## config.mk

```make
export PLATFORM = sky130hd
export DESIGN_NAME = sem_back
export DESIGN_NICKNAME = d
export VERILOG_FILES = /design/src/design/sobel_edge_map_assert.svh /design/src/design/sem_pkg.sv /design/src/design/sem_back.sv
export SDC_FILE = /design/constraint.sdc
export NUM_CORES = 2
export LEC_CHECK = 0
export BUFFER_PORTS_ARGS = -buffer_cell sky130_fd_sc_hd__buf_2
export CORE_MARGIN = 4
export CORE_UTILIZATION = 60
export DETAILED_ROUTE_END_ITERATION = 8
export MAX_ROUTING_LAYER = met4
export PLACE_DENSITY = 0.9
export SLEW_MARGIN = 10
export SYNTH_ARGS = -nofsm -noshare
export SYNTH_HDL_FRONTEND = slang
export SYNTH_SLANG_ARGS = --single-unit
```

## constraint.sdc

```tcl
create_clock -name i_clk -period 7.99 [get_ports i_clk]
set_input_delay 0.799 -clock i_clk [delete_from_list [all_inputs] [get_ports i_clk]]
set_output_delay 0.799 -clock i_clk [all_outputs]
set_load 0.02 [all_outputs]
```

## src/design/sobel_edge_map_assert.svh

```systemverilog
// Assertion macros for the Sobel edge map block.
// Each macro samples on i_clk and is disabled while i_rst_n is low.
`ifndef SOBEL_EDGE_MAP_ASSERT_SVH
`define SOBEL_EDGE_MAP_ASSERT_SVH

// Same-cycle implication.
`define SEM_ASSERT_NOW(lbl, ante, cons) \
    lbl: assert property (@(posedge i_clk) disable iff (!i_rst_n) (ante) |-> (cons)) \
        else $error("sobel_edge_map assertion failed");

// Next-cycle implication.
`define SEM_ASSERT_NEXT(lbl, ante, cons) \
    lbl: assert property (@(posedge i_clk) disable iff (!i_rst_n) (ante) |=> (cons)) \
        else $error("sobel_edge_map assertion failed");

`endif

```

## src/design/sem_pkg.sv

```systemverilog
// Shared types, constants and functions for the Sobel edge map block.
// No dependencies; the front end, job queue, back end, top level and testbench refer to it by scoped names.
`timescale 1ns / 1ps

package sem_pkg;

    localparam int MAX_WIDTH    = 1024;
    localparam int MAX_HEIGHT   = 1024;
    localparam int CFG_W        = 11;
    localparam int POS_W        = 10;
    localparam int LUMA_W       = 18;
    localparam int LS_W         = 2 * LUMA_W;
    localparam int GRAD_W       = 22;
    localparam int SQ_W         = 2 * GRAD_W;
    localparam int SUM_W        = SQ_W + 1;
    localparam int TH_W         = 21;
    localparam int TSQ_W        = 2 * TH_W;
    localparam int JQ_DEPTH     = 4;
    localparam int JQ_AW        = 2;
    localparam int OQ_DEPTH     = 4;
    localparam int OQ_AW        = 2;

    localparam logic [CFG_W-1:0] WIDTH_RST  = 11'd640;
    localparam logic [CFG_W-1:0] HEIGHT_RST = 11'd480;
    localparam logic [CFG_W-1:0] THRESH_RST = 11'd200;
    localparam logic [CFG_W-1:0] MIN_SIZE   = 11'd3;
    localparam logic [CFG_W-1:0] MAX_W_CFG  = 11'(MAX_WIDTH);
    localparam logic [CFG_W-1:0] MAX_H_CFG  = 11'(MAX_HEIGHT);
    localparam logic [TH_W-1:0]  THRESH_SCALE = 21'd1000;

    typedef logic [1:0] t_reg_idx;
    localparam t_reg_idx REG_WIDTH  = 2'd0;
    localparam t_reg_idx REG_HEIGHT = 2'd1;
    localparam t_reg_idx REG_THRESH = 2'd2;

    // One bit per kind of result a pixel can release.
    typedef logic [3:0] t_kind;
    localparam t_kind KIND_NONE      = 4'b0000;
    localparam t_kind KIND_MAIN      = 4'b0001;
    localparam t_kind KIND_ROW_END   = 4'b0010;
    localparam t_kind KIND_LAST_MAIN = 4'b0100;
    localparam t_kind KIND_LAST_END  = 4'b1000;

    typedef struct packed {
        logic [7:0] red;
        logic [7:0] green;
        logic [7:0] blue;
    } t_pix_in;

    typedef struct packed {
        logic             is_edge;
        logic [POS_W-1:0] pos_x;
        logic [POS_W-1:0] pos_y;
        logic             frame_last;
    } t_res_out;

    typedef struct packed {
        logic [CFG_W-1:0] width;
        logic [CFG_W-1:0] height;
        logic [CFG_W-1:0] thresh;
    } t_cfg;

    typedef logic [LUMA_W-1:0] t_luma;
    typedef logic [2:0][2:0][LUMA_W-1:0] t_win;

    typedef struct packed {
        t_win             win;
        logic [POS_W-1:0] x;
        logic [POS_W-1:0] y;
        t_kind            mask;
        logic             top_mir;
        logic             left_mir;
    } t_job;

    typedef struct packed {
        logic           valid;
        logic [JQ_AW:0] count;
    } t_jq_stat;

    typedef struct packed {
        logic signed [GRAD_W-1:0] gx;
        logic signed [GRAD_W-1:0] gy;
    } t_grad;

    function automatic logic [CFG_W-1:0] clamp_size(logic [CFG_W-1:0] v,
                                                   logic [CFG_W-1:0] hi);
        logic [CFG_W-1:0] r;
        r = v;
        if (v < MIN_SIZE) r = MIN_SIZE;
        else if (v > hi) r = hi;
        return r;
    endfunction

    function automatic t_luma calc_luma(t_pix_in p);
        return LUMA_W'(p.red) * 18'd299 + LUMA_W'(p.green) * 18'd587
             + LUMA_W'(p.blue) * 18'd114;
    endfunction

    function automatic t_grad sobel_grad(t_win w, logic [1:0] rt, logic [1:0] rm,
                                         logic [1:0] rb, logic [1:0] cl,
                                         logic [1:0] cm, logic [1:0] cr);
        logic signed [GRAD_W-1:0] tl, tm, tr, ml, mr, bl, bm, br;
        t_grad g;
        tl = $signed(GRAD_W'(w[rt][cl]));
        tm = $signed(GRAD_W'(w[rt][cm]));
        tr = $signed(GRAD_W'(w[rt][cr]));
        ml = $signed(GRAD_W'(w[rm][cl]));
        mr = $signed(GRAD_W'(w[rm][cr]));
        bl = $signed(GRAD_W'(w[rb][cl]));
        bm = $signed(GRAD_W'(w[rb][cm]));
        br = $signed(GRAD_W'(w[rb][cr]));
        g.gx = (tr - tl) + ((mr - ml) <<< 1) + (br - bl);
        g.gy = (tl - bl) + ((tm - bm) <<< 1) + (tr - br);
        return g;
    endfunction

endpackage

```

## src/design/sem_back.sv

```systemverilog
// Back end: expands each job into its results, computes Sobel gradients,
// squares and compares them to the threshold, and queues results for output.
// Depends on sem_pkg.
`timescale 1ns / 1ps

module sem_back (
    input  logic                      i_clk,
    input  logic                      i_rst_n,
    input  logic [sem_pkg::CFG_W-1:0] i_thresh,
    input  sem_pkg::t_job             i_job,
    input  logic                      i_job_valid,
    output logic                      o_job_pop,
    input  logic                      i_pop,
    output logic                      o_empty,
    output sem_pkg::t_res_out         o_res
);

    sem_pkg::t_kind r_done, w_cur, w_sel, w_rest;
    logic           w_credit, w_issue;

    logic [1:0] w_rt, w_rm, w_rb, w_cl, w_cm, w_cr, w_top, w_left;
    logic [sem_pkg::POS_W-1:0] w_px, w_py;
    logic                      w_last;
    sem_pkg::t_grad            w_grad;

    logic                             r_b1_valid, r_b2_valid;
    logic signed [sem_pkg::GRAD_W-1:0] r_b1_gx, r_b1_gy;
    logic [sem_pkg::POS_W-1:0]        r_b1_px, r_b1_py, r_b2_px, r_b2_py;
    logic                             r_b1_last, r_b2_last;
    logic [sem_pkg::SQ_W-1:0]         r_b2_sqx, r_b2_sqy;
    logic [sem_pkg::SUM_W-1:0]        w_sum;

    logic [sem_pkg::TH_W-1:0]  r_t;
    logic [sem_pkg::TSQ_W-1:0] r_tsq;

    sem_pkg::t_res_out         r_oq [sem_pkg::OQ_DEPTH];
    logic [sem_pkg::OQ_AW-1:0] r_owp, r_orp;
    logic [sem_pkg::OQ_AW:0]   r_oq_count;
    logic                      w_oq_pop;

    assign w_cur  = i_job.mask & ~r_done;
    assign w_sel  = w_cur & (~w_cur + 4'd1);
    assign w_rest = w_cur & ~w_sel;

    // Count results already in the pipe against the output queue space.
    assign w_credit = (int'(r_oq_count) + int'(r_b1_valid) + int'(r_b2_valid))
                      < sem_pkg::OQ_DEPTH;
    assign w_issue   = i_job_valid & w_credit;
    assign o_job_pop = w_issue && (w_rest == sem_pkg::KIND_NONE);

    always_ff @(posedge i_clk) begin
        if (!i_rst_n) begin
            r_done <= sem_pkg::KIND_NONE;
        end else if (w_issue) begin
            r_done <= (w_rest == sem_pkg::KIND_NONE) ? sem_pkg::KIND_NONE
                                                     : (r_done | w_sel);
        end
    end

    // Mirrored borders pick the far row or column in place of the missing one.
    assign w_top  = i_job.top_mir  ? 2'd2 : 2'd0;
    assign w_left = i_job.left_mir ? 2'd2 : 2'd0;

    always_comb begin
        w_rt   = w_top;
        w_rm   = 2'd1;
        w_rb   = 2'd2;
        w_cl   = w_left;
        w_cm   = 2'd1;
        w_cr   = 2'd2;
        w_px   = i_job.x - 10'd1;
        w_py   = i_job.y - 10'd1;
        w_last = 1'b0;
        unique case (w_sel)
            sem_pkg::KIND_MAIN: begin
            end
            sem_pkg::KIND_ROW_END: begin
                w_cl = 2'd1;
                w_cm = 2'd2;
                w_cr = 2'd1;
                w_px = i_job.x;
            end
            sem_pkg::KIND_LAST_MAIN: begin
                w_rt = 2'd1;
                w_rm = 2'd2;
                w_rb = 2'd1;
                w_py = i_job.y;
            end
            sem_pkg::KIND_LAST_END: begin
                w_rt   = 2'd1;
                w_rm   = 2'd2;
                w_rb   = 2'd1;
                w_cl   = 2'd1;
                w_cm   = 2'd2;
                w_cr   = 2'd1;
                w_px   = i_job.x;
                w_py   = i_job.y;
                w_last = 1'b1;
            end
            default: begin
            end
        endcase
    end

    assign w_grad = sem_pkg::sobel_grad(i_job.win, w_rt, w_rm, w_rb, w_cl, w_cm, w_cr);

    always_ff @(posedge i_clk) begin
        if (!i_rst_n) begin
            r_b1_valid <= 1'b0;
            r_b2_valid <= 1'b0;
        end else begin
            r_b1_valid <= w_issue;
            r_b2_valid <= r_b1_valid;
        end
    end

    always_ff @(posedge i_clk) begin
        r_b1_gx   <= w_grad.gx;
        r_b1_gy   <= w_grad.gy;
        r_b1_px   <= w_px;
        r_b1_py   <= w_py;
        r_b1_last <= w_last;
        r_b2_sqx  <= r_b1_gx * r_b1_gx;
        r_b2_sqy  <= r_b1_gy * r_b1_gy;
        r_b2_px   <= r_b1_px;
        r_b2_py   <= r_b1_py;
        r_b2_last <= r_b1_last;
        r_t       <= sem_pkg::TH_W'(i_thresh) * sem_pkg::THRESH_SCALE;
        r_tsq     <= r_t * r_t;
    end

    assign w_sum = sem_pkg::SUM_W'(r_b2_sqx) + sem_pkg::SUM_W'(r_b2_sqy);

    assign w_oq_pop = i_pop & ~o_empty;

    always_ff @(posedge i_clk) begin
        if (!i_rst_n) begin
            r_owp      <= '0;
            r_orp      <= '0;
            r_oq_count <= '0;
        end else begin
            if (r_b2_valid) r_owp <= r_owp + 1'b1;
            if (w_oq_pop)   r_orp <= r_orp + 1'b1;
            r_oq_count <= r_oq_count + (sem_pkg::OQ_AW+1)'(r_b2_valid)
                                     - (sem_pkg::OQ_AW+1)'(w_oq_pop);
        end
    end

    always_ff @(posedge i_clk) begin
        if (r_b2_valid) begin
            r_oq[r_owp].is_edge    <= w_sum > sem_pkg::SUM_W'(r_tsq);
            r_oq[r_owp].pos_x      <= r_b2_px;
            r_oq[r_owp].pos_y      <= r_b2_py;
            r_oq[r_owp].frame_last <= r_b2_last;
        end
    end

    assign o_empty = (r_oq_count == '0);
    assign o_res   = r_oq[r_orp];

endmodule

```

* Word-level counts from Yosys, hierarchy flattened
Memory sizes are Yosys's and may differ from the RTL's. A register that Yosys moved wholly into a read port is not among the register bits.
Index checks and enable logic that the tools add are counted.
** Word-level totals
- Flip-flop bits (word level) :: 247
- RAM bits :: 88
- Input port bits :: 203
- Word-level logic and storage cells :: 107
- Memories kept :: 1
** Memory list
- r_oq :: depth 4, bits a word 22, rd ports 1, clocked after Yosys merged registers in 1, wr ports 1, RTL line sem_back.sv:36 : sem_pkg::t_res_out r_oq [sem_pkg::OQ_DEPTH];
** Cells by class
- Add/sub/neg operators :: 20
- Multipliers :: 4
- Magnitude comparators :: 8
- Equal/unequal tests :: 3
- Muxes and demuxes :: 38
- Bitwise gates (word level) :: 10
- Reduce and logical (&&, ||, !) cells :: 5
** Operators with widths (number)
- 54-bit binary-select mux with 2-bit select :: 3
- 18-bit binary-select mux with 2-bit select :: 8
- 54-bit two-way mux :: 3
- 18-bit two-way mux :: 8
- 18-bit by 18-bit subtractor with 19-bit output :: 6
- 22-bit by 22-bit multiplier with 44-bit output :: 2
- 44-bit by 44-bit adder with 45-bit output :: 1
- 45-bit by 42-bit > comparator with 1-bit output :: 1
- 21-bit by 19-bit adder with 22-bit output :: 2
- 19-bit by 20-bit adder with 21-bit output :: 2
- 18-bit by 18-bit multiplier with 36-bit output :: 1
- 10-bit two-way mux :: 2
- 2-bit two-way mux :: 10
- 10-bit by 1-bit subtractor with 10-bit output (second input constant) :: 2
- 2-bit by 3-bit < comparator with 1-bit output (second input constant) :: 6
- 11-bit by 7-bit multiplier with 18-bit output (second input constant) :: 1
- 4-bit AND :: 3
- 4-bit inverter :: 3
- 4-bit by 1-bit adder with 5-bit output :: 1
- 5-bit by 3-bit < comparator with 1-bit output (second input constant) :: 1
- 2-bit by 1-bit adder with 2-bit output (second input constant) :: 2
- 3-bit by 1-bit adder with 4-bit output :: 1
- 4-bit by 1-bit adder with 4-bit output (second input constant) :: 1
- 4-bit by 2-bit equality test with 1-bit output (second input constant) :: 1
- 13 further kinds :: 17

* Logic depth before layout (Yosys ltp)
- Word-level depth :: 15
- Depth in mapped cells :: 38
- Mapped depth without buffers :: 33

* Worst setup path after synthesis
OpenSTA, ideal clock, no wires.
- Path type :: input to register
- Start :: input port i_job[1] (netlist bit)
- End :: register r_b1_gy[20] (netlist bit)
- Arrival time :: 7.846 ns
- Required time :: 7.918 ns
- Setup slack :: 0.072 ns
- Stages on the path :: 34
- Cell sequence :: buf_4 buf_1 buf_2 buf_1 clkbuf_1 mux2i_1 nor2_1 a21oi_1 o21ai_0 a21oi_1 inv_1 ha_1 nor2b_1 o21ai_0 nor2b_1 nor4_1 a2111oi_2 o311ai_1 o21a_1 o21ai_0 nor2_1 o311ai_2 o2111ai_1 a31oi_1 o21bai_1 xnor2_1 fa_1 inv_1 ha_1 or3_1 or3_1 a31o_2 a21oi_1 xnor2_1
** RTL lines
- from (decl) :: RTL line sem_back.sv:10 : input sem_pkg::t_job i_job,
- to (signal assigned) :: RTL line sem_back.sv:119 : r_b1_gy <= w_grad.gy;
- to (decl) :: RTL line sem_back.sv:27 : logic signed [sem_pkg::GRAD_W-1:0] r_b1_gx, r_b1_gy;

==> key figures <==
Clocking
  – Clock sink count: 328
  – CTS tree: yes
  – Clock latency at the later pin of the worst-skew pair: 0.64 ns
  – H-Tree Depth: 2
  – Resized cells post-CTS: 1
  – Clock root buffer: sky130_fd_sc_hd__clkbuf_16
  – CTS Buf Count: 41
  – Setup Buffers After CTS: 0
  – Clock slew at reported path FFs: 0.06 ns
  – CTS Hold Buffers Added: 0
  – Maximum clock insertion buffer count: 3

Route
  – Count of antenna-violating nets left after detailed routing: 0
  – Vias after detailed routing: 51400
  – DRC violation count after routing: 0
  – Post-DR wirelength/cell: 21.3 um
  – Initial detailed-routing violation count: slightly above 4000
  – Detail-routed via count per cell: 5.80
  – Routed Wire Length: between 150000 and 200000 um
  – Number of detailed-route iterations in the first pass: 6

Logic synthesis
  – Number of storage elements in the synthesis netlist: ~330
  – Leading post-synthesis cells by cell area: sky130_fd_sc_hd__fa_1 37%, sky130_fd_sc_hd__ha_1 13%, sky130_fd_sc_hd__inv_1 9.9%
  – Syn nets: ~9000
  – Cell Area, Synth: 66000 sq um
  – Distinct cell type count after synthesis: 94
  – Top flip-flop cell by instance count after synthesis: sky130_fd_sc_hd__dfxtp_1
  – Fraction of registers with async set or reset after synthesis: 0
  – Area share of the largest cell type after synthesis: 0.368
  – Post-Syn Area per Cell: 9.23 sq um
  – Dominant cell type by area after synthesis: sky130_fd_sc_hd__fa_1
  – Sequential area share after synthesis: 0.113
  – Number of enable-type register cells in the synthesized netlist: 88
  – Number of synthesis warnings: 0
  – Gate Count Post-Synth: ~7000

Finish
  – P&R area growth vs syn: 7.63%
  – Share of layout cells above drive strength 1: 0.0851
  – Number of nets in the finished design: 9483
  – Final Non-Filler Cells: slightly below 9000

Global route
  – Global-route congestion overflow total: 0
  – Maximum number of pins on one net before global-route repair: 51
  – Global-route wire length before repair: 300000 um
  – Antenna violations before repair: 11
  – GRT Overall Usage: 0.340
  – Number of global-route vias before repair: 55900

Timing
  – Transition time of the tightest slew-check pin: 1.05 ns
  – Count of final max-slew check failures: 0
  – Final min period: 7.71 ns
  – Maximum clock frequency: 130 MHz
  – Max-slew headroom at the worst pin: 0.296
  – Worst hold slack after final layout: 0.328 ns
  – Final sum of negative setup slack: 0 ns
  – Number of hold violations in the final report: 0
  – Clk_skew: 0.0200 ns
  – Setup-violating endpoint count in the final report: 0
  – Final period utilization: 0.965
  – Final WS setup: 0.279 ns

Floorplanning
  – Number of placement rows: 121
  – Num ports: between 200 and 250
  – Die width: 340 um
  – Core Area: 109000 sq um
  – Starting Density: 0.606
  – Die area: roughly 120000 sq um
  – Die Y: 340 um

Critical path
  – Library cell contributing the largest single delay on the critical path: sky130_fd_sc_hd__fa_1
  – Arrival time at the worst endpoint: 8.21 ns
  – Critical path capture point type: flip-flop
  – Endpoint required time on the critical path: 8.49 ns
  – Peak fanout along the critical path: 30
  – Worst setup path class: reg2reg
  – Crit path buffers/inverters: 5
  – FF-to-FF setup slack: 0.28 ns
  – Biggest cell delay along the critical path: 0.55 ns
  – Family with the most delay on the worst path: compound AO/OA/AOI/OAI gates
  – Dominant cell type by count on the critical path: sky130_fd_sc_hd__o21ai_0
  – Critical path launch point type: flip-flop

Status
  – Status: finished clean

Placement
  – Worst setup slack before clock tree synthesis: -0.392 ns
  – Final estimated routing congestion in global placement: 1.05
  – HPWL Detailed: 159000 um
  – Placed cells: 8775
  – Number of port buffers: 226

Worst hold path
  – Class of the most critical hold timing path: reg2reg

Run
  – Max capacitance violation total: 0
==> path summary, 6_finish.rpt <==
| kind | start | end | cells after the start |
|---|---|---|---|
| worst min register to register | r_b1_px[1] | r_b2_px[1] | 0 |
| worst max register to register | r_done[2] | r_b1_gx[21] | 32 |
| worst min-delay path | r_b1_px[1] | r_b2_px[1] | 0 |
| worst max-delay path | r_done[2] | r_b1_gx[21] | 32 |
==> synth_stat cells (83+ instances only) <==
library cell,count
sky130_fd_sc_hd__inv_1,1742
sky130_fd_sc_hd__fa_1,1215
sky130_fd_sc_hd__ha_1,661
sky130_fd_sc_hd__nand2_1,658
sky130_fd_sc_hd__a21oi_1,307
sky130_fd_sc_hd__xnor2_1,257
sky130_fd_sc_hd__and2_1,245
sky130_fd_sc_hd__dfxtp_1,240
sky130_fd_sc_hd__nor2_1,224
sky130_fd_sc_hd__o21ai_0,171
sky130_fd_sc_hd__clkbuf_1,166
sky130_fd_sc_hd__mux2i_1,127
sky130_fd_sc_hd__a21o_1,112
sky130_fd_sc_hd__xor2_1,92
sky130_fd_sc_hd__edfxtp_1,88
sky130_fd_sc_hd__nor2b_1,83
==> registers in the layout, indices dropped and copies added, names as in the netlist, 2 cells and up, named ones only <==
register	count
r_oq	88
r_b2_sqx	43
r_b2_sqy	43
r_tsq	35
r_b1_gx	22
r_b1_gy	22
r_t	18
r_b1_px	10
r_b1_py	10
r_b2_px	10
r_b2_py	10
r_done	4
r_oq_count	3
r_orp	2
r_owp	2
==> layout make-up <==
type / count / area, sq um
diodes: 6 / 15.0
clock buffers: 49 / 1080
clock inverters: 26 / 304
fillers: 8172 / 37900
inverters: 1747 / 6560
multi-input cells: 4872 / 51300
flip-flops and latches: 328 / 7480
well taps: 1414 / 1770
repair buffers: 414 / 2600
==> worst reg2reg max path, delay by kind of cell, from the launching register on <==
family	cells	cell delay [ns]
fa+ha+maj	3	1.22
mux	2	0.39
xor+xnor	1	0.10
flops	1	0.35
buf+inv	5	0.82
simple gates	8	1.47
compound gates	13	3.25
==> layout by cell type (no fill, tap or decap), types with 170 or more instances in the layout <==
cell / count
sky130_fd_sc_hd__ha_1: 661
sky130_fd_sc_hd__xnor2_1: 257
sky130_fd_sc_hd__and2_1: 245
sky130_fd_sc_hd__fa_1: 1215
sky130_fd_sc_hd__buf_2: 226
sky130_fd_sc_hd__nor2_1: 222
sky130_fd_sc_hd__a21oi_1: 304
sky130_fd_sc_hd__nand2_1: 657
sky130_fd_sc_hd__buf_4: 182
sky130_fd_sc_hd__o21ai_0: 170
sky130_fd_sc_hd__dfxtp_1: 220
sky130_fd_sc_hd__inv_1: 1742
==> per-stage QoR <==
step,utilization,cell area (sq um)
final,0.652,71100
after global placement,0.638,69600
after CTS,0.651,71000
after detailed placement,0.638,69600
after global routing,0.652,71100
after floorplan,-,66000
==> cells by family after synthesis <==
kind of cell               count (synthesis)  synth area share
and+or+nand+nor                         1540             0.111
xor gates and xnor gates                 349            0.0463
buffers and inverters                   1951             0.112
adders and majority gates               1880             0.494
muxes                                    184            0.0351
DFF                                      328             0.113
AOI/OAI and AO/OA                        919            0.0888
==> routing by layer <==
| layer | track usage | routed length, um | vias up | share of wire |
|---|---|---|---|---|
| met5 | - | 0 | - | 0 |
| met4 | 0.158 | 10800 | 0 | 0.057 |
| met3 | 0.0544 | 15400 | 638 | 0.082 |
| met2 | 0.562 | 91400 | 2533 | 0.48 |
| met1 | 0.413 | 71100 | 25500 | 0.38 |
| li1 | - | - | 22700 | - |
Power is not shown: default switching activity piles up to over one toggle a cycle in this logic, so the estimate is an artifact.
