## config.mk

```make
export PLATFORM = sky130hd
export DESIGN_NAME = sem_jobq
export DESIGN_NICKNAME = d
export VERILOG_FILES = /design/src/design/sobel_edge_map_assert.svh /design/src/design/sem_pkg.sv /design/src/design/sem_jobq.sv
export SDC_FILE = /design/constraint.sdc
export NUM_CORES = 1
export LEC_CHECK = 0
export BUFFER_PORTS_ARGS = -buffer_cell sky130_fd_sc_hd__buf_2
export CORE_MARGIN = 4
export CORE_UTILIZATION = 45
export CTS_CLUSTER_DIAMETER = 120
export DETAILED_ROUTE_END_ITERATION = 10
export PLACE_DENSITY = 0.65
export SYNTH_ARGS = -nofsm -noshare
export SYNTH_HDL_FRONTEND = slang
export SYNTH_SLANG_ARGS = --single-unit
```

## constraint.sdc

```tcl
create_clock -name i_clk -period 15.4 [get_ports i_clk]
set_clock_uncertainty 0.15 [all_clocks]
set_input_delay 2.31 -clock i_clk [delete_from_list [all_inputs] [get_ports i_clk]]
set_output_delay 2.31 -clock i_clk [all_outputs]
set_load 0.005 [all_outputs]
```

## src/design/sobel_edge_map_assert.svh

```systemverilog
// Assertion macros for the Sobel edge map block.
// Each macro samples on i_clk and is disabled while i_rst_n is low.
`ifndef SOBEL_EDGE_MAP_ASSERT_SVH
`define SOBEL_EDGE_MAP_ASSERT_SVH

// Same-cycle implication.
`define SEM_ASSERT_NOW(lbl, ante, cons) \
    lbl: assert property (@(posedge i_clk) disable iff (!i_rst_n) (ante) |-> (cons)) \
        else $error("sobel_edge_map assertion failed");

// Next-cycle implication.
`define SEM_ASSERT_NEXT(lbl, ante, cons) \
    lbl: assert property (@(posedge i_clk) disable iff (!i_rst_n) (ante) |=> (cons)) \
        else $error("sobel_edge_map assertion failed");

`endif

```

## src/design/sem_pkg.sv

```systemverilog
// Shared types, constants and functions for the Sobel edge map block.
// No dependencies; the front end, job queue, back end, top level and testbench refer to it by scoped names.
`timescale 1ns / 1ps

package sem_pkg;

    localparam int MAX_WIDTH    = 1024;
    localparam int MAX_HEIGHT   = 1024;
    localparam int CFG_W        = 11;
    localparam int POS_W        = 10;
    localparam int LUMA_W       = 18;
    localparam int LS_W         = 2 * LUMA_W;
    localparam int GRAD_W       = 22;
    localparam int SQ_W         = 2 * GRAD_W;
    localparam int SUM_W        = SQ_W + 1;
    localparam int TH_W         = 21;
    localparam int TSQ_W        = 2 * TH_W;
    localparam int JQ_DEPTH     = 4;
    localparam int JQ_AW        = 2;
    localparam int OQ_DEPTH     = 4;
    localparam int OQ_AW        = 2;

    localparam logic [CFG_W-1:0] WIDTH_RST  = 11'd640;
    localparam logic [CFG_W-1:0] HEIGHT_RST = 11'd480;
    localparam logic [CFG_W-1:0] THRESH_RST = 11'd200;
    localparam logic [CFG_W-1:0] MIN_SIZE   = 11'd3;
    localparam logic [CFG_W-1:0] MAX_W_CFG  = 11'(MAX_WIDTH);
    localparam logic [CFG_W-1:0] MAX_H_CFG  = 11'(MAX_HEIGHT);
    localparam logic [TH_W-1:0]  THRESH_SCALE = 21'd1000;

    typedef logic [1:0] t_reg_idx;
    localparam t_reg_idx REG_WIDTH  = 2'd0;
    localparam t_reg_idx REG_HEIGHT = 2'd1;
    localparam t_reg_idx REG_THRESH = 2'd2;

    // One bit per kind of result a pixel can release.
    typedef logic [3:0] t_kind;
    localparam t_kind KIND_NONE      = 4'b0000;
    localparam t_kind KIND_MAIN      = 4'b0001;
    localparam t_kind KIND_ROW_END   = 4'b0010;
    localparam t_kind KIND_LAST_MAIN = 4'b0100;
    localparam t_kind KIND_LAST_END  = 4'b1000;

    typedef struct packed {
        logic [7:0] red;
        logic [7:0] green;
        logic [7:0] blue;
    } t_pix_in;

    typedef struct packed {
        logic             is_edge;
        logic [POS_W-1:0] pos_x;
        logic [POS_W-1:0] pos_y;
        logic             frame_last;
    } t_res_out;

    typedef struct packed {
        logic [CFG_W-1:0] width;
        logic [CFG_W-1:0] height;
        logic [CFG_W-1:0] thresh;
    } t_cfg;

    typedef logic [LUMA_W-1:0] t_luma;
    typedef logic [2:0][2:0][LUMA_W-1:0] t_win;

    typedef struct packed {
        t_win             win;
        logic [POS_W-1:0] x;
        logic [POS_W-1:0] y;
        t_kind            mask;
        logic             top_mir;
        logic             left_mir;
    } t_job;

    typedef struct packed {
        logic           valid;
        logic [JQ_AW:0] count;
    } t_jq_stat;

    typedef struct packed {
        logic signed [GRAD_W-1:0] gx;
        logic signed [GRAD_W-1:0] gy;
    } t_grad;

    function automatic logic [CFG_W-1:0] clamp_size(logic [CFG_W-1:0] v,
                                                   logic [CFG_W-1:0] hi);
        logic [CFG_W-1:0] r;
        r = v;
        if (v < MIN_SIZE) r = MIN_SIZE;
        else if (v > hi) r = hi;
        return r;
    endfunction

    function automatic t_luma calc_luma(t_pix_in p);
        return LUMA_W'(p.red) * 18'd299 + LUMA_W'(p.green) * 18'd587
             + LUMA_W'(p.blue) * 18'd114;
    endfunction

    function automatic t_grad sobel_grad(t_win w, logic [1:0] rt, logic [1:0] rm,
                                         logic [1:0] rb, logic [1:0] cl,
                                         logic [1:0] cm, logic [1:0] cr);
        logic signed [GRAD_W-1:0] tl, tm, tr, ml, mr, bl, bm, br;
        t_grad g;
        tl = $signed(GRAD_W'(w[rt][cl]));
        tm = $signed(GRAD_W'(w[rt][cm]));
        tr = $signed(GRAD_W'(w[rt][cr]));
        ml = $signed(GRAD_W'(w[rm][cl]));
        mr = $signed(GRAD_W'(w[rm][cr]));
        bl = $signed(GRAD_W'(w[rb][cl]));
        bm = $signed(GRAD_W'(w[rb][cm]));
        br = $signed(GRAD_W'(w[rb][cr]));
        g.gx = (tr - tl) + ((mr - ml) <<< 1) + (br - bl);
        g.gy = (tl - bl) + ((tm - bm) <<< 1) + (tr - br);
        return g;
    endfunction

endpackage

```

## src/design/sem_jobq.sv

```systemverilog
// Short job queue between the front end and the gradient back end.
// Depends on sem_pkg.
`timescale 1ns / 1ps

module sem_jobq (
    input  logic              i_clk,
    input  logic              i_rst_n,
    input  logic              i_push,
    input  sem_pkg::t_job     i_job,
    input  logic              i_pop,
    output sem_pkg::t_job     o_job,
    output sem_pkg::t_jq_stat o_stat
);

    sem_pkg::t_job              r_mem [sem_pkg::JQ_DEPTH];
    logic [sem_pkg::JQ_AW-1:0]  r_wp, r_rp;
    logic [sem_pkg::JQ_AW:0]    r_count;

    always_ff @(posedge i_clk) begin
        if (!i_rst_n) begin
            r_wp    <= '0;
            r_rp    <= '0;
            r_count <= '0;
        end else begin
            if (i_push) r_wp <= r_wp + 1'b1;
            if (i_pop)  r_rp <= r_rp + 1'b1;
            r_count <= r_count + (sem_pkg::JQ_AW+1)'(i_push)
                               - (sem_pkg::JQ_AW+1)'(i_pop);
        end
    end

    always_ff @(posedge i_clk) begin
        if (i_push) begin
            r_mem[r_wp] <= i_job;
        end
    end

    assign o_job        = r_mem[r_rp];
    assign o_stat.valid = (r_count != '0);
    assign o_stat.count = r_count;

endmodule

```

# Word level (Yosys, flattened, before mapping)
# Memory sizes are Yosys's and may differ from the RTL's. A register that Yosys moved wholly into a read port is not among the register bits.
# Index checks and enable logic that the tools add are counted.
# op_classes
add_sub_neg	4
n_mul	0
n_div	0
n_lt_le_gt_ge	0
eq_ne	0
shift	0
n_mux	4
bitwise	0
reduce_logical	1
# op_table
operator	n
adder 2 x 1 -> 2 bit (second input constant)	2
two-way mux 2 bit	2
adder 3 x 1 -> 3 bit	1
nonzero test 3 bit	1
subtractor 3 x 1 -> 3 bit	1
two-way mux 1 bit	2
# totals
ff_bits	7
latchBits	0
mem_bits_rw	752
mem_bits_ro	0
wordCells	13
mem_count	1
# mem_list
name	depth	width	read_ports	rd_clocked_by_memory_dff	write_ports	line	source
r_mem	4	188	1	1	1	sem_jobq.sv:15	sem_pkg::t_job r_mem [sem_pkg::JQ_DEPTH];

# Logic depth before layout (Yosys ltp)
# Gate-level depths: netlist of the first run.
# depth
word_depth	3
ltp_mapped	7
ltp_nobuf	7

# Least setup slack after synthesis of the first run
# OpenSTA, ideal clock, no wires.
# synth_timing
path_kind	input port to flip-flop
start	in i_push
end	mem r_mem[0][0] (netlist name), enable pin
setup_ns	0.570
arrival_time_ns	6.580
required_time_ns	14.680
slack_ns	8.099
stages	1
n_path_buf	0
path_cell_list	and2_1
# synth_between
elab_chain_cells	2
# synth_rtl
element	line	source
start, declared	sem_jobq.sv:8	input logic i_push,
two-way mux 1 bit	sem_jobq.sv:33	if (i_push) begin
two-way mux 1 bit (implied by the code)	sem_jobq.sv:34	r_mem[r_wp] <= i_job;
end, declared	sem_jobq.sv:15	
# Every way passes these cells.

==> flow_metrics.env, run 1 <==
export IMPL_mapped_cell_area_um2=27550
export IMPL_power_share_switching=0.2104
export IMPL_tritoncts_num_buffers=78
export IMPL_sequentialPowerShare=0.530
export IMPL_layout_area_overhead_vs_synth_pct=18.78
export IMPL_part_of_the_cycle_the_worst_path_needs=0.3697
export IMPL_routed_wire_length_per_instance_um=23.02
export IMPL_buffers_on_ports=383
export IMPL_worst_min_delay_path_startpoint="r_rp[0]"
export IMPL_ant_nets=0
export IMPL_post_synth_top_count_cell="sky130_fd_sc_hd__edfxtp_1"
export IMPL_detailedPlacementHpwl_um=31870
export IMPL_synth_top_cells_by_area="sky130_fd_sc_hd__edfxtp_1, sky130_fd_sc_hd__mux4_2, sky130_fd_sc_hd__dfxtp_1"
export IMPL_num_rows=90
export IMPL_postCtsSetupRepairBufs=0
export IMPL_first_iter_violations=783
export IMPL_critical_path_max_stage_delay_ns=1.00
export IMPL_ff2ff_setup_slack_ns=12.23
export IMPL_critPathArrivalTime_ns=3.23
export IMPL_num_io_pins=384
export IMPL_cts_hold_buffers_added=0
export IMPL_core_area_um2=60470
export IMPL_critical_path_peak_fanout=67
export IMPL_power_share_combinational=0.084
export IMPL_ctsLongestPathBuffers=3
export IMPL_drive_above_1_share=0.4551
export IMPL_die_h_um=255.4
export IMPL_min_delay_path_class="register to register"
export IMPL_grt_antenna_before_repair=15
export IMPL_finalSetupViolations=0
export IMPL_timing_critical_path_max_delay_family="buffers and inverters"
export IMPL_filler_cell_count=4560
export IMPL_synth_async_reset_ratio=0
export IMPL_drt_wl_total_um=53070
export IMPL_synth_seq_cells=761
export IMPL_synth_cells_most_frequent="sky130_fd_sc_hd__edfxtp_1, sky130_fd_sc_hd__mux4_2, sky130_fd_sc_hd__buf_2, sky130_fd_sc_hd__buf_6, sky130_fd_sc_hd__dfxtp_1"
export IMPL_rsz0062_at_grt="false"
export IMPL_critical_path_cell_chain="buf_4, mux4_2, buf_2"
export IMPL_worstReg2RegEnd="r_mem[3][120]"
export IMPL_tns_ns=0
export IMPL_power_per_cell_area_nw_per_um2=139.3
export IMPL_synthesis_area_per_instance_um2=26.90
export IMPL_clock_sinks=761
export IMPL_period_minus_slack_ns=5.693
export IMPL_critPathRequiredTime_ns=12.94
export IMPL_htreeDepth=3
export IMPL_crit_path_start_kind="register"
export IMPL_postLayoutCellArea_um2=32720
export IMPL_nets=1660
export IMPL_static_leakage_nw=10.91
export IMPL_clock_power_share=0.387
export IMPL_vias_per_cell=5.291
export IMPL_critical_setup_path_kind="register to primary output"
export IMPL_tightestPinTransition_ns=1.083
export IMPL_placed_cell_area_um2=30300
export IMPL_clock_tree_root_cell="sky130_fd_sc_hd__clkbuf_16"
export IMPL_ir_drop_v=0.0001161
export IMPL_dominantRegCellSynth="sky130_fd_sc_hd__edfxtp_1"
export IMPL_detailroute_via_count=12195
export IMPL_synth_top_cell_area_share=0.8197
export IMPL_cp_depth=3
export IMPL_floorplan_initialDensity=0.4556
export IMPL_critical_path_buf_inv_count=2
export IMPL_post_synth_num_cell_types=18
export IMPL_postCtsResizedCells=0
export IMPL_cts_tree="yes"
export IMPL_crit_reg2reg_launch="r_wp[0]"
export IMPL_yosysWarnings=0
export IMPL_slew_headroom=0.2779
export IMPL_maxClockFrequency_ghz=0.1756
export IMPL_timing_hold_violations_final=0
export IMPL_worst_skew_pair_late_latency_ns=0.61
export IMPL_cap_violations=0
export IMPL_grt_pass1_vias=13008
export IMPL_synth_seq_area_share=0.8262
export IMPL_track_usage=0.1636
export IMPL_grt_first_pass_wirelength_um=81750
export IMPL_synth_net_count=1223
export IMPL_synth_enable_flop_cells=752
export IMPL_cell_internal_pwr_w=0.003600
export IMPL_routabilityCongestion=0.7156
export IMPL_syn_instance_count=1024
export IMPL_die_area_um2=65240
export IMPL_critical_path_slowest_cell="sky130_fd_sc_hd__dfxtp_4"
export IMPL_final_util=0.5411
export IMPL_end_kind="primary output"
export IMPL_outcome="completed"
export IMPL_final_max_slew_violation_count=0
export IMPL_maximum_number_of_pins_on_one_net_before_global_route_repair=105
export IMPL_drt_first_pass_iters=5
export IMPL_post_synth_top_area_cell="sky130_fd_sc_hd__edfxtp_1"
export IMPL_overflow=0
export IMPL_fp_dieW_um=255.4
export IMPL_end_of_the_critical_path="o_job[67]"
export IMPL_power_net_switching_w=0.0009592
export IMPL_timing_reg2reg_worst_path_depth=4
export IMPL_path_clk_slew_ns=0.06
export IMPL_drc_violations=0
## registers in the layout, summed over array words and instances, names as in the netlist, named ones only
register / cells
r_count: 3
r_wp: 2
r_rp: 2
r_mem: 752
## stage by stage
step / instances / power [W] / worst slack, ns / hold slack [ns]
after floorplan: 1024 / 0.002679 / 8.099 / 0.3493
after global placement: 2163 / 0.002842 / 10.20 / 0.3528
after detailed placement: 2163 / 0.002852 / 10.22 / 0.3808
after CTS: 2298 / 0.004627 / 9.549 / 0.3917
after global routing: 2301 / 0.004742 / 9.392 / 0.4335
final: 2305 / 0.004559 / 9.707 / 0.3824
## worst min-delay path, stage by stage, from the launching register on
cell and delay [ns]:
sky130_fd_sc_hd__dfxtp_1 0.33, sky130_fd_sc_hd__nand3b_1 0.09, sky130_fd_sc_hd__a21oi_1 0.07
## cell type report
| class | count | area [um^2] | share of cell area |
|---|---|---|---|
| antenna | 7 | 17.52 | 0.0005353 |
| clock inverter | 32 | 339.1 | 0.01036 |
| multi-input combinational | 214 | 4476 | 0.1368 |
| tap | 782 | 978.4 | 0.02990 |
| sequential | 761 | 22770 | 0.6958 |
| clock buffer | 103 | 2067 | 0.06317 |
| inverter | 7 | 26.28 | 0.0008030 |
| timing repair buffer | 399 | 2049 | 0.06263 |
## layout by cell type (no fill, tap or decap), types with 2 or more instances in the layout
master | synthesis | final
sky130_fd_sc_hd__clkbuf_16 | 0 | 79
sky130_fd_sc_hd__inv_6 | 0 | 3
sky130_fd_sc_hd__dfxtp_4 | 0 | 2
sky130_fd_sc_hd__buf_2 | 20 | 383
sky130_fd_sc_hd__dfxtp_1 | 9 | 7
sky130_fd_sc_hd__clkinv_8 | 0 | 3
sky130_fd_sc_hd__clkinv_1 | 0 | 15
sky130_fd_sc_hd__edfxtp_1 | 752 | 752
sky130_fd_sc_hd__ha_1 | 6 | 6
sky130_fd_sc_hd__and2_1 | 6 | 2
sky130_fd_sc_hd__clkbuf_1 | 7 | 24
sky130_fd_sc_hd__xnor2_1 | 2 | 2
sky130_fd_sc_hd__mux4_2 | 188 | 188
sky130_fd_sc_hd__nor2_1 | 5 | 5
sky130_fd_sc_hd__diode_2 | 0 | 7
sky130_fd_sc_hd__and2_4 | 0 | 4
sky130_fd_sc_hd__bufinv_16 | 0 | 5
sky130_fd_sc_hd__clkinv_2 | 0 | 4
sky130_fd_sc_hd__buf_4 | 0 | 15
sky130_fd_sc_hd__inv_1 | 7 | 7
## worst min path at each step
stage / to / slack [ns] / cells after the start
6_report: r_rp[1] / 0.38 / 2
3_3_place_gp: register / 0.35 / 2
4_1_cts: register / 0.39 / 2
5_1_grt: register / 0.43 / 2
3_5_place_dp: register / 0.38 / 2
2_1_floorplan: register / 0.35 / 2
## cell families after synthesis
family,synth area share
AOI/OAI and AO/OA,0.0005448
and+or+nand+nor,0.002544
DFF,0.8262
xor gates and xnor gates,0.001499
adders and majority gates,0.003452
muxes,0.1541
buffers and inverters,0.01167
## power groups by stage
| stage | combinational (W) | sequential [W] | clock [W] |
|---|---|---|---|
| 6_report | 0.000381 | 0.00241 | 0.00176 |
| 5_1_grt | 0.000417 | 0.00242 | 0.00190 |
| 4_1_cts | 0.000394 | 0.00242 | 0.00182 |
| 3_5_place_dp | 0.000393 | 0.00246 | 0 |
| 3_3_place_gp | 0.000389 | 0.00245 | 0 |
| 2_1_floorplan | 0.000221 | 0.00246 | 0 |
## layer usage
metal | global-route usage | share of wire | vias to the layer above
met3 | 0.06130 | 0.086 | 94
met5 | 0 | 0.0027 | -
met1 | 0.2138 | 0.40 | 6393
li1 | - | - | 5336
met4 | 0.04688 | 0.021 | 20
met2 | 0.2610 | 0.49 | 352
(Power assumes the default switching activity.)
==> run 2: changes to the inputs <==
- ABC_AREA: unset -> 1
- PLACE_DENSITY: 0.65 -> unset
- clock period: 15.4 -> 5.89 ns (I/O delays scaled with it)
==> run 2 against run 1 <==
Compared with the run above: final area grew 7.1%; via count grew 45%; combinational power grew to 2.7 times the previous value; synthesized area grew 9.7%; clock power grew to 2.6 times the previous value; wire length grew 19%; setup slack lost 7.6 ns; critical path depth grew 2; register-to-register slack lost 9.0 ns; largest cell class unchanged.
==> flow_metrics.env, run 2 <==
export IMPL_outcome="completed"
export IMPL_power_share_combinational=0.085
export IMPL_mapped_cell_area_um2=30230
export IMPL_power_total_w=0.01189
export IMPL_post_synth_top_area_cell="sky130_fd_sc_hd__edfxtp_1"
export IMPL_clock_power_share=0.388
export IMPL_syn_instance_count=2248
export IMPL_buffers_on_ports=383
export IMPL_grt_pass1_vias=17403
export IMPL_critical_path_peak_fanout=172
export IMPL_min_delay_path_class="register to register"
export IMPL_cts_tree="yes"
export IMPL_synth_enable_flop_cells=752
export IMPL_postCtsResizedCells=0
export IMPL_yosysWarnings=0
export IMPL_vias_per_cell=4.997
export IMPL_largestRegisters="r_mem x752, r_count x3"
export IMPL_rsz0062_at_grt="false"
export IMPL_cap_violations=0
export IMPL_mostFrequentLayoutCell="sky130_fd_sc_hd__edfxtp_1"
export IMPL_ff2ff_setup_slack_ns=3.25
export IMPL_synth_cells_most_frequent="sky130_fd_sc_hd__edfxtp_1, sky130_fd_sc_hd__inv_1, sky130_fd_sc_hd__nand2_1, sky130_fd_sc_hd__a21oi_1, sky130_fd_sc_hd__o21ai_0"
export IMPL_final_cell_mix="sky130_fd_sc_hd__edfxtp_1, sky130_fd_sc_hd__inv_1, sky130_fd_sc_hd__nand2_1"
export IMPL_drc_violations=0
export IMPL_period_minus_slack_ns=3.771
export IMPL_synth_net_count=2447
export IMPL_ant_nets=0
export IMPL_part_of_the_cycle_the_worst_path_needs=0.6403
export IMPL_finalSetupViolations=0
export IMPL_final_max_slew_violation_count=0
export IMPL_synth_seq_cells=761
export IMPL_critPathRequiredTime_ns=4.86
export IMPL_floorplan_initialDensity=0.4565
export IMPL_end_kind="primary output"
export IMPL_track_usage=0.1717
export IMPL_overflow=0
export IMPL_slew_headroom=0.2964
export IMPL_power_share_switching=0.2236
export IMPL_power_per_cell_area_nw_per_um2=339.0
export IMPL_maximum_number_of_pins_on_one_net_before_global_route_repair=197
export IMPL_detailroute_via_count=17704
export IMPL_worst_skew_pair_late_latency_ns=0.59
export IMPL_die_h_um=267.2
export IMPL_synth_async_reset_ratio=0
export IMPL_maxClockFrequency_ghz=0.2652
export IMPL_path_clk_slew_ns=0.05
export IMPL_nets=2806
export IMPL_tns_ns=0
export IMPL_grt_antenna_before_repair=25
export IMPL_synth_top_cells_by_area="sky130_fd_sc_hd__edfxtp_1, sky130_fd_sc_hd__inv_1, sky130_fd_sc_hd__nand2_1"
export IMPL_filler_cell_count=5545
export IMPL_die_area_um2=71390
export IMPL_clock_tree_root_cell="sky130_fd_sc_hd__clkbuf_16"
export IMPL_drive_above_1_share=0.2080
export IMPL_power_net_switching_w=0.002657
export IMPL_post_synth_top_count_cell="sky130_fd_sc_hd__edfxtp_1"
export IMPL_grt_first_pass_wirelength_um=95680
export IMPL_num_io_pins=384
export IMPL_layout_area_overhead_vs_synth_pct=15.98
export IMPL_static_leakage_nw=13.50
export IMPL_drt_first_pass_iters=5
export IMPL_cts_hold_buffers_added=0
export IMPL_drt_wl_total_um=62890
export IMPL_tightestPinTransition_ns=1.055
export IMPL_dominantRegCellSynth="sky130_fd_sc_hd__edfxtp_1"
export IMPL_largest_register="r_mem"
export IMPL_critical_setup_path_kind="register to primary output"
export IMPL_routed_wire_length_per_instance_um=17.75
export IMPL_flip_flop_count_of_the_largest_register_all_copies_and_words_added=752
export IMPL_detailedPlacementHpwl_um=36980
export IMPL_routabilityCongestion=0.7430
export IMPL_clock_sinks=761
export IMPL_ctsLongestPathBuffers=3
export IMPL_tritoncts_num_buffers=79
export IMPL_sequentialPowerShare=0.528
export IMPL_crit_path_start_kind="register"
export IMPL_synth_seq_area_share=0.7529
export IMPL_synthesis_area_per_instance_um2=13.45
export IMPL_ir_drop_v=0.0002229
export IMPL_fp_dieW_um=267.2
export IMPL_timing_hold_violations_final=0
export IMPL_htreeDepth=3
export IMPL_cell_internal_pwr_w=0.009228
export IMPL_post_synth_num_cell_types=18
export IMPL_synth_top_cell_area_share=0.7470
export IMPL_first_iter_violations=1113
export IMPL_critPathArrivalTime_ns=2.74
export IMPL_postCtsSetupRepairBufs=0
export IMPL_num_rows=94
export IMPL_core_area_um2=66220
-- run 2: cell families after synthesis --
kind of cell | share of synthesized area
and+or+nand+nor | 0.04838
buffers and inverters | 0.07731
adders and majority gates | 0.003146
DFF | 0.7529
AOI/OAI and AO/OA | 0.1182
-- run 2: per-layer routing --
layer	wire length, um	up-vias	share of wire	track usage
li1	-	8597	-	-
met1	24940	8604	0.40	0.2018
met2	32040	375	0.51	0.3016
met3	4277	108	0.068	0.05108
met4	1509	20	0.024	0.05968
met5	118	-	0.0019	0
-- run 2: critical path: stages (launching register included) --
cell and delay [ns]:
sky130_fd_sc_hd__dfxtp_4 0.88, sky130_fd_sc_hd__buf_12 0.59, sky130_fd_sc_hd__a21oi_1 0.15, sky130_fd_sc_hd__o21ai_0 0.20, sky130_fd_sc_hd__nand2_1 0.09, sky130_fd_sc_hd__buf_2 0.14
-- run 2: through the flow --
step                      instance area (um^2)  setup slack [ns]    util  cells  hold slack [ns]
after global placement                   32640             2.722  0.4930   3390           0.2869
after global routing                     35040             1.864  0.5292   3536           0.2994
after CTS                                35020             2.030  0.5289   3527           0.2859
after detailed placement                 32640             2.689  0.4930   3390           0.3144
after floorplan                          30230            0.6723       -   2248           0.2856
final                                    35060             2.119  0.5295   3543           0.3175
-- run 2: layout make-up --
cell class              instances  area [um^2]  area share
diodes                         16        40.04    0.001142
clock buffers                  99         2052     0.05853
clock inverters                38        327.8    0.009350
inverters                     391         1498     0.04272
multi-input cells             970         5131      0.1463
flip-flops and latches        761        22770      0.6494
well taps                     864         1081     0.03083
repair buffers                404         2162     0.06167
-- run 2: final timing paths --
kind	start	depth (start not counted)	to
max	register	5	o_job[85]
min reg2reg	r_rp[1]	2	register
max reg2reg	r_wp[0]	5	r_mem[2][142]
min	r_rp[1]	2	register
-- run 2: power groups by stage --
| stage | logic (W) | clock network (W) | registers, W |
|---|---|---|---|
| 6_report | 0.00101 | 0.00461 | 0.00627 |
| 5_1_grt | 0.00113 | 0.00498 | 0.00629 |
| 4_1_cts | 0.00103 | 0.00474 | 0.00627 |
| 3_5_place_dp | 0.00103 | 0 | 0.00639 |
| 3_3_place_gp | 0.00100 | 0 | 0.00638 |
| 2_1_floorplan | 0.000584 | 0 | 0.00639 |
==> run 3: changes to the inputs <==
- clock period: 5.89 -> 3.5 ns (I/O delays scaled with it)
==> run 3 against run 2 <==
Compared with the run above: combinational power grew 95%; via count grew 5.0%; sequential cell count is the same; final cell count grew 6.0%; sequential share of layout area shrank 4.1 points; register-to-register slack lost 1.9 ns; largest power group unchanged.
==> flow_metrics.env, run 3 (synthesis results as in run 2) <==
export IMPL_timing_hold_violations_final=0
export IMPL_ctsLongestPathBuffers=3
export IMPL_grt_antenna_before_repair=6
export IMPL_tightestPinTransition_ns=0.7655
export IMPL_postLayoutCellArea_um2=37410
export IMPL_routabilityCongestion=0.7589
export IMPL_layout_area_overhead_vs_synth_pct=23.77
export IMPL_cts_tree="yes"
export IMPL_power_total_w=0.02044
export IMPL_grt_pass1_vias=18863
export IMPL_final_max_slew_violation_count=0
export IMPL_critPathArrivalTime_ns=2.35
export IMPL_postCtsSetupRepairBufs=0
export IMPL_groute_layer_met3_usage=0.04051
export IMPL_largest_register="r_mem"
export IMPL_num_rows=94
export IMPL_global_route_usage_met2=0.3123
export IMPL_part_of_the_cycle_the_worst_path_needs=0.8637
export IMPL_final_instance_count_excl_fill=3754
export IMPL_detailedPlacementHpwl_um=38510
export IMPL_maximum_number_of_pins_on_one_net_before_global_route_repair=103
export IMPL_routed_wire_length_per_instance_um=17.39
export IMPL_track_usage=0.1806
export IMPL_crit_reg2reg_launch="r_wp[0]"
export IMPL_critical_path_peak_fanout=84
export IMPL_die_h_um=267.2
export IMPL_detailroute_via_count=18584
export IMPL_finalHoldWorstSlack_ns=0.06583
export IMPL_clock_tree_root_cell="sky130_fd_sc_hd__clkbuf_16"
export IMPL_finalSetupViolations=0
export IMPL_vias_per_cell=4.950
export IMPL_drc_violations=0
export IMPL_crit_path_start_kind="register"
export IMPL_core_area_um2=66220
export IMPL_static_leakage_nw=14.50
export IMPL_tritoncts_num_buffers=81
export IMPL_grt_first_pass_wirelength_um=101800
export IMPL_ff2ff_setup_slack_ns=1.33
export IMPL_overflow=0
export IMPL_ant_nets=0
export IMPL_power_per_cell_area_nw_per_um2=546.4
export IMPL_die_area_um2=71390
export IMPL_layer_carrying_the_most_global_route_usage="met2"
export IMPL_nets=3023
export IMPL_worstReg2RegEnd="r_mem[2][41]"
export IMPL_slew_headroom=0.4897
export IMPL_postCtsResizedCells=0
export IMPL_drive_above_1_share=0.2094
export IMPL_ir_drop_v=0.0004451
export IMPL_filler_cell_count=5351
export IMPL_drt_wl_total_um=65270
export IMPL_holdPathEnd="r_count[1]"
export IMPL_placed_cell_area_um2=33050
export IMPL_hold_path_cell_count=3
export IMPL_worst_skew_pair_late_latency_ns=0.60
export IMPL_cts_hold_buffers_added=188
export IMPL_rsz0062_at_grt="false"
export IMPL_floorplan_initialDensity=0.4565
export IMPL_final_util=0.5650
export IMPL_worst_min_delay_path_startpoint="i_rst_n"
export IMPL_clock_sinks=761
export IMPL_critical_setup_path_kind="register to primary output"
export IMPL_cap_violations=0
export IMPL_htreeDepth=3
export IMPL_final_cell_mix="sky130_fd_sc_hd__edfxtp_1, sky130_fd_sc_hd__inv_1, sky130_fd_sc_hd__buf_2"
export IMPL_drt_first_pass_iters=5
export IMPL_outcome="completed"
export IMPL_critPathRequiredTime_ns=2.82
export IMPL_place_detailed_instances=3417
export IMPL_buffers_on_ports=383
export IMPL_first_iter_violations=1190
export IMPL_fp_dieW_um=267.2
export IMPL_mostFrequentLayoutCell="sky130_fd_sc_hd__edfxtp_1"
export IMPL_num_io_pins=384
export IMPL_end_kind="primary output"
export IMPL_largestRegisters="r_mem x752, r_count x3"
export IMPL_timing_reg2reg_worst_path_depth=5
export IMPL_maxClockFrequency_ghz=0.3308
export IMPL_min_delay_path_class="input pin to register"
export IMPL_flip_flop_count_of_the_largest_register_all_copies_and_words_added=752
export IMPL_period_minus_slack_ns=3.023
export IMPL_path_clk_slew_ns=0.06
export IMPL_grt_use_met1=0.2225
==> run 3: cell count changes in the layout (fill, tap and decap cells not counted), moves of 4 or more <==
| cell | previous run | this run |
|---|---|---|
| sky130_fd_sc_hd__clkinv_1 | 19 | 14 |
| sky130_fd_sc_hd__dlygate4sd3_1 | 0 | 188 |
| sky130_fd_sc_hd__nand2_2 | 0 | 4 |
| sky130_fd_sc_hd__diode_2 | 16 | 6 |
| sky130_fd_sc_hd__nand2_1 | 386 | 382 |
| sky130_fd_sc_hd__buf_4 | 14 | 25 |
| sky130_fd_sc_hd__clkinvlp_4 | 1 | 5 |
| sky130_fd_sc_hd__inv_8 | 4 | 0 |
| sky130_fd_sc_hd__buf_12 | 7 | 23 |
| sky130_fd_sc_hd__clkbuf_16 | 79 | 84 |
| sky130_fd_sc_hd__clkinv_2 | 8 | 16 |
==> run 3: metrics by stage <==
step / setup WS, ns / setup TNS [ns]
2_1_floorplan: -0.4464 / -327.48
3_3_place_gp: 1.089 / 0
3_5_place_dp: 1.070 / 0
4_1_cts: 0.3872 / 0
5_1_grt: 0.2559 / 0
6_report: 0.4772 / 0
==> run 3: report_power, final <==
group	leakage (nW)	internal (W)	switching [W]
Sequential	6.98	0.0104	0.000106
Clock	1.21	0.00455	0.00339
Combinational	6.30	0.000774	0.00119
==> run 3: critical path, stage by stage, from the launching register on <==
cell and delay, ns:
sky130_fd_sc_hd__dfxtp_4 0.85, sky130_fd_sc_hd__buf_12 0.38, sky130_fd_sc_hd__a21oi_1 0.12, sky130_fd_sc_hd__o21ai_0 0.09, sky130_fd_sc_hd__nand2_1 0.11, sky130_fd_sc_hd__buf_2 0.14
==> run 3: cell type report <==
| class | instances | area [um^2] | area share |
|---|---|---|---|
| clock inverter | 40 | 295.3 | 0.007892 |
| clock buffer | 103 | 2173 | 0.05809 |
| inverter | 391 | 1483 | 0.03963 |
| antenna | 6 | 15.01 | 0.0004013 |
| sequential | 761 | 22770 | 0.6086 |
| tap | 864 | 1081 | 0.02889 |
| multi-input combinational | 970 | 5149 | 0.1376 |
| timing repair buffer | 619 | 4447 | 0.1189 |
==> run 3: worst max-delay path by stage <==
| stage | from | endpoint | slack, ns |
|---|---|---|---|
| detailed placement | register | o_job[122] | 1.07 |
| floorplan | r_wp[0] | r_mem[0][0] | -0.45 |
| finish | register | o_job[68] | 0.48 |
| global placement | register | o_job[110] | 1.09 |
| CTS | register | o_job[110] | 0.39 |
| global route | register | o_job[110] | 0.26 |
==> run 3: routing by layer <==
layer  wire [um]  up-vias
met3        3563      135
met2       32890      421
li1            -     9015
met1       26510     9013
met4        2301        0
met5           0        -
